File: src/assert_macros.svh
// ----------------------------------------------------------------------------
// Assertion macros
// Clocked assertion wrappers shared by the RTL files; reset masks every check.
// ----------------------------------------------------------------------------
`ifndef ASSERT_MACROS_SVH
`define ASSERT_MACROS_SVH

// Plain clocked property.
`define ASSERT_CLK(label, prop, msg) \
    label: assert property (@(posedge i_clk) disable iff (!i_rst_n) prop) \
        else $error(msg);

// Same-cycle implication.
`define ASSERT_IMPLY(label, ante, cons, msg) \
    label: assert property (@(posedge i_clk) disable iff (!i_rst_n) (ante) |-> (cons)) \
        else $error(msg);

`endif

File: src/bld_pkg.sv
// ----------------------------------------------------------------------------
// bld_pkg
// Shared types, constants and the level clamp of the button lamp dimmer.
// ----------------------------------------------------------------------------
`default_nettype none

package bld_pkg;

    localparam int LEVEL_W   = 10;
    localparam int STAMP_W   = 32;
    localparam int RATE_W    = 16;
    localparam int CFG_W     = 16;
    localparam int ELAPSED_W = 21;
    localparam int PROD_W    = RATE_W + ELAPSED_W;
    localparam int STEP_W    = 11;
    localparam int SUM_W     = 13;
    localparam int RECIP_W   = 22;
    localparam int RECIP_SH  = 31;
    localparam int QPROD_W   = ELAPSED_W + RECIP_W;

    // Ramp products at or above this give a step that saturates any level.
    localparam logic [PROD_W-1:0]  STEP_SAT_PROD = PROD_W'(2048000);
    // Ramp products below this give a zero step.
    localparam logic [PROD_W-1:0]  STEP_MIN_PROD = PROD_W'(1000);
    // ceil(2^31 / 1000): exact floor division by 1000 for 21-bit dividends.
    localparam logic [RECIP_W-1:0] RECIP_1000    = RECIP_W'(2147484);

    typedef enum logic [2:0] {
        OP_TOGGLE_PRESS = 3'd0,
        OP_UP_POLL      = 3'd1,
        OP_DOWN_POLL    = 3'd2,
        OP_TOGGLE_REL   = 3'd3,
        OP_UP_REL       = 3'd4,
        OP_DOWN_REL     = 3'd5
    } t_op;

    typedef enum logic [2:0] {
        CFG_HIGH_LIMIT = 3'd0,
        CFG_LOW_LIMIT  = 3'd1,
        CFG_FIRST_STEP = 3'd2,
        CFG_HOLD_WAIT  = 3'd3,
        CFG_RAMP_RATE  = 3'd4
    } t_cfg_idx;

    typedef struct packed {
        logic [LEVEL_W-1:0] high_limit;
        logic [LEVEL_W-1:0] low_limit;
        logic [LEVEL_W-1:0] first_step;
        logic [CFG_W-1:0]   hold_wait_ms;
        logic [RATE_W-1:0]  ramp_rate;
    } t_cfg;

    // Item as held in the input register, with ramp products precomputed.
    typedef struct packed {
        logic [2:0]         op;
        logic [STAMP_W-1:0] now_ms;
        logic [PROD_W-1:0]  prod_stamp;  // against the stored button stamp
        logic [PROD_W-1:0]  prod_prev;   // against the previous item's time
        logic               prev_back;   // previous item processed right before
    } t_item;

    typedef struct packed {
        logic [STAMP_W-1:0] up_stamp;
        logic [STAMP_W-1:0] down_stamp;
    } t_stamps;

    typedef struct packed {
        logic [LEVEL_W-1:0] duty_value;
        logic               duty_write;
        logic               lamp_is_on;
    } t_result;

    // The high limit is checked before the low limit.
    function automatic logic [LEVEL_W-1:0] clamp_level(
        input logic signed [SUM_W-1:0] v,
        input logic [LEVEL_W-1:0]      hi,
        input logic [LEVEL_W-1:0]      lo
    );
        logic signed [SUM_W-1:0] hi_s;
        logic signed [SUM_W-1:0] lo_s;
        hi_s = $signed({{(SUM_W-LEVEL_W){1'b0}}, hi});
        lo_s = $signed({{(SUM_W-LEVEL_W){1'b0}}, lo});
        if (v > hi_s) begin
            return hi;
        end else if (v < lo_s) begin
            return lo;
        end else begin
            return v[LEVEL_W-1:0];
        end
    endfunction

endpackage

`default_nettype wire

File: src/bld_cfg.sv
// ----------------------------------------------------------------------------
// bld_cfg
// Configuration register file, written through an index/data channel.
// ----------------------------------------------------------------------------
`default_nettype none

module bld_cfg (
    input  wire logic                  i_clk,
    input  wire logic                  i_rst_n,
    input  wire logic                  i_cfg_valid,
    output logic                       o_cfg_ready,
    input  wire logic [2:0]            i_cfg_index,
    input  wire logic [bld_pkg::CFG_W-1:0] i_cfg_data,
    output bld_pkg::t_cfg              o_cfg
);

    bld_pkg::t_cfg r_cfg;

    assign o_cfg_ready = 1'b1;
    assign o_cfg       = r_cfg;

    always_ff @(posedge i_clk) begin
        if (!i_rst_n) begin
            r_cfg.high_limit   <= bld_pkg::LEVEL_W'(1023);
            r_cfg.low_limit    <= '0;
            r_cfg.first_step   <= bld_pkg::LEVEL_W'(32);
            r_cfg.hold_wait_ms <= bld_pkg::CFG_W'(500);
            r_cfg.ramp_rate    <= bld_pkg::RATE_W'(200);
        end else if (i_cfg_valid) begin
            unique case (bld_pkg::t_cfg_idx'(i_cfg_index))
                bld_pkg::CFG_HIGH_LIMIT: r_cfg.high_limit <= i_cfg_data[bld_pkg::LEVEL_W-1:0];
                bld_pkg::CFG_LOW_LIMIT:  r_cfg.low_limit  <= i_cfg_data[bld_pkg::LEVEL_W-1:0];
                bld_pkg::CFG_FIRST_STEP: r_cfg.first_step <= i_cfg_data[bld_pkg::LEVEL_W-1:0];
                bld_pkg::CFG_HOLD_WAIT:  r_cfg.hold_wait_ms <= i_cfg_data;
                bld_pkg::CFG_RAMP_RATE:  r_cfg.ramp_rate  <= i_cfg_data[bld_pkg::RATE_W-1:0];
                default: begin
                    // drop writes beyond the register list
                end
            endcase
        end
    end

endmodule

`default_nettype wire

File: src/bld_in_stage.sv
// ----------------------------------------------------------------------------
// bld_in_stage
// Input register; forms the ramp products rate * elapsed for the held item.
// ----------------------------------------------------------------------------
`default_nettype none

module bld_in_stage (
    input  wire logic                    i_clk,
    input  wire logic                    i_rst_n,
    input  wire logic                    i_valid,
    output logic                         o_ready,
    input  wire logic [2:0]              i_op,
    input  wire logic [bld_pkg::STAMP_W-1:0] i_now_ms,
    input  wire bld_pkg::t_cfg           i_cfg,
    input  wire bld_pkg::t_stamps        i_stamps,
    input  wire logic                    i_take,
    output logic                         o_valid,
    output bld_pkg::t_item               o_item
);

    logic                          r_valid;
    bld_pkg::t_item                r_item;
    logic                          accept;
    logic [bld_pkg::STAMP_W-1:0]   stamp_sel;
    logic [bld_pkg::STAMP_W-1:0]   el_stamp;
    logic [bld_pkg::STAMP_W-1:0]   el_prev;
    logic [bld_pkg::ELAPSED_W-1:0] sat_stamp;
    logic [bld_pkg::ELAPSED_W-1:0] sat_prev;

    assign o_ready = !r_valid || i_take;
    assign accept  = i_valid && o_ready;
    assign o_valid = r_valid;
    assign o_item  = r_item;

    // Elapsed beyond 21 bits saturates to all ones, which saturates the step whenever the rate is nonzero.
    always_comb begin
        stamp_sel = (bld_pkg::t_op'(i_op) == bld_pkg::OP_UP_POLL) ? i_stamps.up_stamp
                                                                  : i_stamps.down_stamp;
        el_stamp  = i_now_ms - stamp_sel;
        el_prev   = i_now_ms - r_item.now_ms;
        sat_stamp = (|el_stamp[bld_pkg::STAMP_W-1:bld_pkg::ELAPSED_W]) ? '1
                  : el_stamp[bld_pkg::ELAPSED_W-1:0];
        sat_prev  = (|el_prev[bld_pkg::STAMP_W-1:bld_pkg::ELAPSED_W]) ? '1
                  : el_prev[bld_pkg::ELAPSED_W-1:0];
    end

    always_ff @(posedge i_clk) begin
        if (!i_rst_n) begin
            r_valid <= 1'b0;
        end else if (accept) begin
            r_valid <= 1'b1;
        end else if (i_take) begin
            r_valid <= 1'b0;
        end
    end

    always_ff @(posedge i_clk) begin
        if (accept) begin
            r_item.op         <= i_op;
            r_item.now_ms     <= i_now_ms;
            r_item.prod_stamp <= bld_pkg::PROD_W'(i_cfg.ramp_rate)
                               * bld_pkg::PROD_W'(sat_stamp);
            r_item.prod_prev  <= bld_pkg::PROD_W'(i_cfg.ramp_rate)
                               * bld_pkg::PROD_W'(sat_prev);
            r_item.prev_back  <= r_valid;
        end
    end

endmodule

`default_nettype wire

File: src/bld_core.sv
// ----------------------------------------------------------------------------
// bld_core
// Lamp state update and result register.
// ----------------------------------------------------------------------------
`default_nettype none

module bld_core (
    input  wire logic         i_clk,
    input  wire logic         i_rst_n,
    input  wire logic         i_valid,
    input  wire bld_pkg::t_item i_item,
    input  wire bld_pkg::t_cfg  i_cfg,
    output logic              o_take,
    output bld_pkg::t_stamps  o_stamps,
    output logic              o_valid,
    input  wire logic         i_ready,
    output bld_pkg::t_result  o_result
);

    typedef enum logic [1:0] {
        PH_FIRST = 2'd0,
        PH_WAIT  = 2'd1,
        PH_RAMP  = 2'd2
    } t_phase;

    logic                          r_lamp_on,     n_lamp_on;
    logic                          r_toggle_held, n_toggle_held;
    t_phase                        r_up_phase,    n_up_phase;
    t_phase                        r_down_phase,  n_down_phase;
    logic [bld_pkg::STAMP_W-1:0]   r_up_stamp,    n_up_stamp;
    logic [bld_pkg::STAMP_W-1:0]   r_down_stamp,  n_down_stamp;
    logic [bld_pkg::LEVEL_W-1:0]   r_level,       n_level;
    logic                          r_up_fresh,    n_up_fresh;
    logic                          r_down_fresh,  n_down_fresh;
    logic                          r_out_valid;
    bld_pkg::t_result              r_result,      n_result;

    bld_pkg::t_op                  op;
    logic                          is_up;
    t_phase                        phase;
    logic [bld_pkg::STAMP_W-1:0]   stamp;
    logic [bld_pkg::STAMP_W-1:0]   elapsed;
    logic [bld_pkg::PROD_W-1:0]    prod;
    logic [bld_pkg::QPROD_W-1:0]   qprod;
    logic [bld_pkg::STEP_W-1:0]    step;
    logic                          step_zero;
    logic [bld_pkg::SUM_W-1:0]     amount;
    logic signed [bld_pkg::SUM_W-1:0] sum;
    logic [bld_pkg::LEVEL_W-1:0]   stepped;
    logic [bld_pkg::LEVEL_W-1:0]   on_level;

    assign o_take   = i_valid && (!r_out_valid || i_ready);
    assign o_valid  = r_out_valid;
    assign o_result = r_result;
    assign o_stamps = '{up_stamp: r_up_stamp, down_stamp: r_down_stamp};

    // Ramp step: pick the product made against the right stamp, then divide by 1000.
    always_comb begin
        op      = bld_pkg::t_op'(i_item.op);
        is_up   = (op == bld_pkg::OP_UP_POLL);
        phase   = is_up ? r_up_phase : r_down_phase;
        stamp   = is_up ? r_up_stamp : r_down_stamp;
        elapsed = i_item.now_ms - stamp;
        prod    = (i_item.prev_back && (is_up ? r_up_fresh : r_down_fresh))
                ? i_item.prod_prev : i_item.prod_stamp;
        qprod   = bld_pkg::QPROD_W'(prod[bld_pkg::ELAPSED_W-1:0])
                * bld_pkg::QPROD_W'(bld_pkg::RECIP_1000);
        if (prod >= bld_pkg::STEP_SAT_PROD) begin
            step = '1;
        end else begin
            step = qprod[bld_pkg::RECIP_SH +: bld_pkg::STEP_W];
        end
        step_zero = (prod < bld_pkg::STEP_MIN_PROD);
        amount    = (phase == PH_FIRST) ? bld_pkg::SUM_W'(i_cfg.first_step)
                                        : bld_pkg::SUM_W'(step);
        sum       = is_up ? ($signed(bld_pkg::SUM_W'(r_level)) + $signed(amount))
                          : ($signed(bld_pkg::SUM_W'(r_level)) - $signed(amount));
        stepped   = bld_pkg::clamp_level(sum, i_cfg.high_limit, i_cfg.low_limit);
        on_level  = bld_pkg::clamp_level($signed(bld_pkg::SUM_W'(r_level)),
                                         i_cfg.high_limit, i_cfg.low_limit);
    end

    always_comb begin
        n_lamp_on     = r_lamp_on;
        n_toggle_held = r_toggle_held;
        n_up_phase    = r_up_phase;
        n_down_phase  = r_down_phase;
        n_up_stamp    = r_up_stamp;
        n_down_stamp  = r_down_stamp;
        n_level       = r_level;
        n_up_fresh    = 1'b0;
        n_down_fresh  = 1'b0;
        n_result      = '0;

        unique case (op)
            bld_pkg::OP_TOGGLE_PRESS, bld_pkg::OP_UP_POLL, bld_pkg::OP_DOWN_POLL: begin
                if (op == bld_pkg::OP_TOGGLE_PRESS || !r_lamp_on) begin
                    // press: ignored while the toggle is still held
                    if (!r_toggle_held) begin
                        n_toggle_held       = 1'b1;
                        n_lamp_on           = !r_lamp_on;
                        n_result.duty_write = 1'b1;
                        n_result.duty_value = r_lamp_on ? '0 : on_level;
                    end
                end else begin
                    unique case (phase)
                        PH_FIRST: begin
                            n_level             = stepped;
                            n_result.duty_write = 1'b1;
                            n_result.duty_value = stepped;
                            if (is_up) begin
                                n_up_stamp = i_item.now_ms;
                                n_up_fresh = 1'b1;
                                n_up_phase = PH_WAIT;
                            end else begin
                                n_down_stamp = i_item.now_ms;
                                n_down_fresh = 1'b1;
                                n_down_phase = PH_WAIT;
                            end
                        end
                        PH_WAIT: begin
                            if (elapsed > bld_pkg::STAMP_W'(i_cfg.hold_wait_ms)) begin
                                if (is_up) begin
                                    n_up_stamp = i_item.now_ms;
                                    n_up_fresh = 1'b1;
                                    n_up_phase = PH_RAMP;
                                end else begin
                                    n_down_stamp = i_item.now_ms;
                                    n_down_fresh = 1'b1;
                                    n_down_phase = PH_RAMP;
                                end
                            end
                        end
                        PH_RAMP: begin
                            if (!step_zero) begin
                                n_level             = stepped;
                                n_result.duty_write = 1'b1;
                                n_result.duty_value = stepped;
                                if (is_up) begin
                                    n_up_stamp = i_item.now_ms;
                                    n_up_fresh = 1'b1;
                                end else begin
                                    n_down_stamp = i_item.now_ms;
                                    n_down_fresh = 1'b1;
                                end
                            end
                        end
                        default: begin
                            // unused phase code: ignore the poll
                        end
                    endcase
                end
            end
            bld_pkg::OP_TOGGLE_REL: n_toggle_held = 1'b0;
            bld_pkg::OP_UP_REL:     n_up_phase    = PH_FIRST;
            bld_pkg::OP_DOWN_REL:   n_down_phase  = PH_FIRST;
            default: begin
                // unused opcodes: no write, no change
            end
        endcase

        n_result.lamp_is_on = n_lamp_on;
    end

    always_ff @(posedge i_clk) begin
        if (!i_rst_n) begin
            r_lamp_on     <= 1'b0;
            r_toggle_held <= 1'b0;
            r_up_phase    <= PH_FIRST;
            r_down_phase  <= PH_FIRST;
            r_up_stamp    <= '0;
            r_down_stamp  <= '0;
            r_level       <= '0;
            r_up_fresh    <= 1'b0;
            r_down_fresh  <= 1'b0;
            r_out_valid   <= 1'b0;
        end else begin
            if (o_take) begin
                r_lamp_on     <= n_lamp_on;
                r_toggle_held <= n_toggle_held;
                r_up_phase    <= n_up_phase;
                r_down_phase  <= n_down_phase;
                r_up_stamp    <= n_up_stamp;
                r_down_stamp  <= n_down_stamp;
                r_level       <= n_level;
                r_up_fresh    <= n_up_fresh;
                r_down_fresh  <= n_down_fresh;
                r_out_valid   <= 1'b1;
            end else if (i_ready) begin
                r_out_valid   <= 1'b0;
            end
        end
    end

    always_ff @(posedge i_clk) begin
        if (o_take) begin
            r_result <= n_result;
        end
    end

endmodule

`default_nettype wire

File: src/button_lamp_dimmer.sv
// ----------------------------------------------------------------------------
// button_lamp_dimmer
// PWM lamp dimmer driven by toggle, up and down button events.
// ----------------------------------------------------------------------------
// Each input transaction is one button event (opcode on s_axis_tuser) with a
// millisecond timestamp (s_axis_tdata); each one yields exactly one output
// transaction carrying the duty written (if any), a write flag and the lamp
// state after the event. The block takes one event per clock while the result
// stream is not stalled. An accepted event is registered together with the
// ramp product ramp_rate * elapsed, formed on the way in; the state update then
// divides that product by 1000 through a reciprocal multiply, clamps the new
// level and loads the output register, from which the result is offered. With
// the result stream stalled the block holds two events, one in the output
// register and one in the input register, and then drops s_axis_tready until
// the waiting result leaves. Write configuration only while no event is in
// flight; writes to indexes past the ramp rate are dropped. Duty bits at and
// above DUTY_BITS are forced to zero.
// ----------------------------------------------------------------------------
`default_nettype none
`include "assert_macros.svh"

module button_lamp_dimmer #(
    parameter int DUTY_BITS = 10
) (
    input  wire logic        i_clk,
    input  wire logic        i_rst_n,
    // event stream
    input  wire logic        s_axis_tvalid,
    output logic             s_axis_tready,
    input  wire logic [31:0] s_axis_tdata,   // [31:0] now_ms
    input  wire logic [2:0]  s_axis_tuser,   // [2:0] opcode
    // result stream
    output logic             m_axis_tvalid,
    input  wire logic        m_axis_tready,
    output logic [15:0]      m_axis_tdata,   // [9:0] duty_value, [10] lamp_is_on, rest zero
    output logic             m_axis_tuser,   // [0] duty_write
    // configuration writes
    input  wire logic        i_cfg_valid,
    output logic             o_cfg_ready,
    input  wire logic [2:0]  i_cfg_index,
    input  wire logic [15:0] i_cfg_data
);

    localparam logic [bld_pkg::LEVEL_W-1:0] DutyMask =
        (DUTY_BITS >= bld_pkg::LEVEL_W) ? {bld_pkg::LEVEL_W{1'b1}}
                                        : bld_pkg::LEVEL_W'((1 << DUTY_BITS) - 1);

    bld_pkg::t_cfg    cfg;
    bld_pkg::t_stamps stamps;
    bld_pkg::t_item   item;
    bld_pkg::t_result result;
    logic             item_valid;
    logic             core_take;
    logic             off_write;
    logic             in_accept;

    bld_cfg u_cfg (
        .i_clk       (i_clk),
        .i_rst_n     (i_rst_n),
        .i_cfg_valid (i_cfg_valid),
        .o_cfg_ready (o_cfg_ready),
        .i_cfg_index (i_cfg_index),
        .i_cfg_data  (i_cfg_data),
        .o_cfg       (cfg)
    );

    // Input register: holds one event plus both candidate ramp products.
    bld_in_stage u_in (
        .i_clk    (i_clk),
        .i_rst_n  (i_rst_n),
        .i_valid  (s_axis_tvalid),
        .o_ready  (s_axis_tready),
        .i_op     (s_axis_tuser),
        .i_now_ms (s_axis_tdata),
        .i_cfg    (cfg),
        .i_stamps (stamps),
        .i_take   (core_take),
        .o_valid  (item_valid),
        .o_item   (item)
    );

    // State update and result register.
    bld_core u_core (
        .i_clk    (i_clk),
        .i_rst_n  (i_rst_n),
        .i_valid  (item_valid),
        .i_item   (item),
        .i_cfg    (cfg),
        .o_take   (core_take),
        .o_stamps (stamps),
        .o_valid  (m_axis_tvalid),
        .i_ready  (m_axis_tready),
        .o_result (result)
    );

    // Pack the result; mask duty to the PWM width.
    assign m_axis_tdata = {5'b0, result.lamp_is_on, result.duty_value & DutyMask};
    assign m_axis_tuser = result.duty_write;

    assign off_write = m_axis_tvalid && result.duty_write && !result.lamp_is_on;
    assign in_accept = s_axis_tvalid && s_axis_tready;

    // Switching off always writes a zero duty.
    `ASSERT_IMPLY(a_off_write_zero, off_write, result.duty_value == '0, "off write not zero")
    // A new event enters only when the held one moves on or none is held.
    `ASSERT_IMPLY(a_in_reg_free, in_accept, !item_valid || core_take, "input reg overwritten")
    // A processed event always leaves a result in the output register.
    `ASSERT_CLK(a_take_to_result, core_take |=> m_axis_tvalid, "processed event left no result")

endmodule

`default_nettype wire
File: config.mk
export PLATFORM = sky130hd
export DESIGN_NAME = button_lamp_dimmer
export DESIGN_NICKNAME = d
export VERILOG_FILES = /design/src/bld_pkg.sv /design/src/bld_cfg.sv /design/src/bld_in_stage.sv /design/src/bld_core.sv /design/src/button_lamp_dimmer.sv
export VERILOG_INCLUDE_DIRS = /design/src /design/src/src
export SDC_FILE = /design/constraint.sdc
export NUM_CORES = 2
export LEC_CHECK = 0
export BUFFER_PORTS_ARGS = -buffer_cell sky130_fd_sc_hd__buf_2
export CAP_MARGIN = 20
export CORE_AREA = 2 2 368 370
export CTS_CLUSTER_SIZE = 28
export DETAILED_ROUTE_END_ITERATION = 6
export DIE_AREA = 0 0 370 372
export PLACE_DENSITY = 0.5
export SLEW_MARGIN = 20
export SYNTH_ARGS = -nofsm -noshare
export SYNTH_HDL_FRONTEND = slang
export SYNTH_HIERARCHICAL = 1
export SYNTH_SLANG_ARGS = --single-unit
File: constraint.sdc
create_clock -name i_clk -period 19.09 [get_ports i_clk]
set_input_delay 3.818 -clock i_clk [delete_from_list [all_inputs] [get_ports i_clk]]
set_output_delay 3.818 -clock i_clk [all_outputs]
set_load 0.02 [all_outputs]
==> results_dict.tcl <==
set metrics [dict create \
    netlist.top_cell.by_area "fa_1" \
    layout_common_cells "947 x inv_1, 624 x fa_1, 581 x ha_1" \
    cts_setup_buffers 0 \
    ant_nets 0 \
    fill_cells 13600 \
    io_pins 79 \
    hold_ws_ns 0.459 \
    fin_setup_tns_ns 0 \
    core_area_um2 134000 \
    period_share_pct 77.5 \
    finalHoldViolCount 0 \
    p_leak_nw 23.6 \
    max_stage_delay_ns 0.86 \
    slew_headroom_pct 12.8 \
    gp_congestion 0.898 \
    synthTopCellsByArea "fa_1 25%, ha_1 14%, edfxtp_1 7.3%, inv_1 7.1%, o31ai_1 6.1%" \
    cts_buffers 38 \
    clock_latency_ns 0.61 \
    cts_resized 0 \
    grt_pass1_vias 40300 \
    drt-pass1-iter-count 6 \
    final_common_cell "inv_1" \
    status "finished clean" \
    cts.sinks 268 \
    portBuffers 72 \
    yosys_register_bits 268 \
    maxCapViolations 0 \
    worstSetupPathType "in2reg" \
    grt_max_degree 223 \
    drc 0 \
    drt_iter0_markers 2898 \
    syn_to_final_growth_pct 5.72 \
    min_path_type "reg2reg" \
    maxSlewViolCount 0 \
    netlist_area_um2 50400 \
    hold_buffers 0 \
    grt_first_pass_wirelength_um 240000 \
    cts_htree_levels 2 \
    clock.fmax_ghz 0.0676 \
    final_net_count 6587 \
    yosysWarningCount 6 \
    syn_avg_cell_area_um2 9.16 \
    track_usage_pct 22.2 \
    drive_gt1_share_pct 6.31 \
    clk_path_buf_depth 3 \
    yosysSeqAreaShare_pct 13.1 \
    dieArea_um2 138000 \
    crit_slowest_cell "a2111oi_1" \
    cts_tree "done" \
    die_h_um 372 \
    setup.worst_path.start_class "input pin" \
    dpl.hpwl_um 114000 \
    clkSlewWorstSetupHoldPaths_ns 0.05 \
    wire_per_inst_um 21.4 \
    rows 135 \
    fin_worst_skew_ns 0.0390 \
    drt-total-wl_um 153000 \
    die_w_um 370 \
    diodes 0 \
    cp.required_ns 19.45 \
    grt_overflow 0 \
    critPathCaptureType "flop" \
    vias 39700 \
    viasPerCell 5.57 \
    rsz0062_at_grt "no" \
    max-vdd-ir-drop_mv 0.641 \
    ys.flop_type "dfxtp_1" \
    cp_data_arrival_time_ns 15.15 \
    start_util_pct 37.5 \
    synth_edf_count 122 \
    path_common_cell "fa_1" \
    r2r_slack_ns 5.73 \
    synthArstFlopShare_pct 0 \
    antenna_found_initial 1 \
    cp_max_fo 222 \
    tightest_slew_ns 1.31 \
    setup_viol_count_final 0 \
    powerDensity_nw_per_um2 195 \
    cts_root_buf "clkbuf_16" \
    ys_types 103 \
    netlist.area_leader.share_pct 24.8 \
    syn_inst 5502 \
    layout_min_cycle_time_ns 14.79 \
]
## power by group
part	internal, mW	switching, mW	total, mW
Combinational	3.50	5.30	8.80
Clock	0.431	0.301	0.732
Sequential	0.802	0.0412	0.843
## per-stage QoR
step,util [%],cell area (um2),std cells,setup WS [ns],total power [mW]
floorplan,-,50400,5506,5.52,7.11
global placement,38.7,52000,7064,3.94,9.67
detailed placement,38.7,52000,7064,3.84,9.63
CTS,39.7,53300,7134,4.47,10.5
global route,39.7,53300,7134,3.71,11.7
finish,39.7,53300,7134,4.30,10.4
## registers in the layout, indices dropped and copies added, names as in the netlist
name and flops:
u_in/o_item 110, u_cfg/o_cfg 62, u_core/r_down_stamp 32, u_core/r_up_stamp 32, u_core/o_result 12, u_core/r_level 10
u_core/r_down_phase 2, u_core/r_up_phase 2, u_core/o_valid 1, u_core/r_down_fresh 1, u_core/r_lamp_on 1, u_core/r_toggle_held 1
u_core/r_up_fresh 1, u_in/o_valid 1
## layout make-up
type | count | area (um2) | share of cell area, %
Multi-Input combinational cell | 3909 | 38500 | 72.4
Sequential cell | 268 | 6610 | 12.4
Inverter | 950 | 3570 | 6.70
Tap cell | 1781 | 2230 | 4.18
Clock buffer | 52 | 1090 | 2.04
Timing Repair Buffer | 156 | 1050 | 1.97
Clock inverter | 18 | 181 | 0.341
## logic make-up (layout without fill, tap and decap cells)
| group | Yosys count | in the layout | synth area share (%) |
|---|---|---|---|
| AO/OA/AOI/OAI | 1430 | 1430 | 21.1 |
| XOR/XNOR | 132 | 132 | 2.29 |
| adder cells (fa/ha/maj) | 1205 | 1205 | 39.2 |
| buffers and inverters | 1329 | 1176 | 10.6 |
| flip-flops | 268 | 268 | 13.1 |
| multiplexers | 250 | 250 | 5.05 |
| other | 2 | 6 | 0.0149 |
| AND/OR/NAND/NOR | 886 | 886 | 8.66 |
## worst max-delay path: cells and delay by family
| kind | cells | cell delay [ns] |
|---|---|---|
| AOI/OAI and AO/OA | 16 | 4.87 |
| adders and majority gates | 8 | 3.67 |
| buffers and inverters | 7 | 1.36 |
| muxes | 1 | 0.44 |
| and+or+nand+nor | 3 | 0.59 |
## cell usage after synthesis, drive strengths merged, types with 122 or more instances
cell type and number:
a21oi 202, buf 129, clkbuf 250, dfxtp 146, edfxtp 122, fa 624, ha 581, inv 948
mux2i 234, nand2 325, nor2 152, o21ai 140, o31a 233, o31ai 445
## path summary, 6_finish.rpt
path                                       start            endpoint  depth (start not counted)
worst max register to register  u_in/o_item[107]  u_core/o_result[6]                         45
worst min register to register   u_cfg/o_cfg[26]     u_cfg/o_cfg[26]                          2
worst max-delay path             s_axis_tuser[2]     u_in/o_item[71]                         35
worst min-delay path             u_cfg/o_cfg[26]     u_cfg/o_cfg[26]                          2
## metal layers
layer | up-vias | global-route usage, % | routed length (um)
met2 | 854 | 36.2 | 70500
li1 | 18800 | - | -
met3 | 161 | 2.48 | 6290
met1 | 19900 | 31.5 | 72600
met5 | - | 0 | 0
met4 | 0 | 5.14 | 3290
Power figures use the tool's default switching activity.
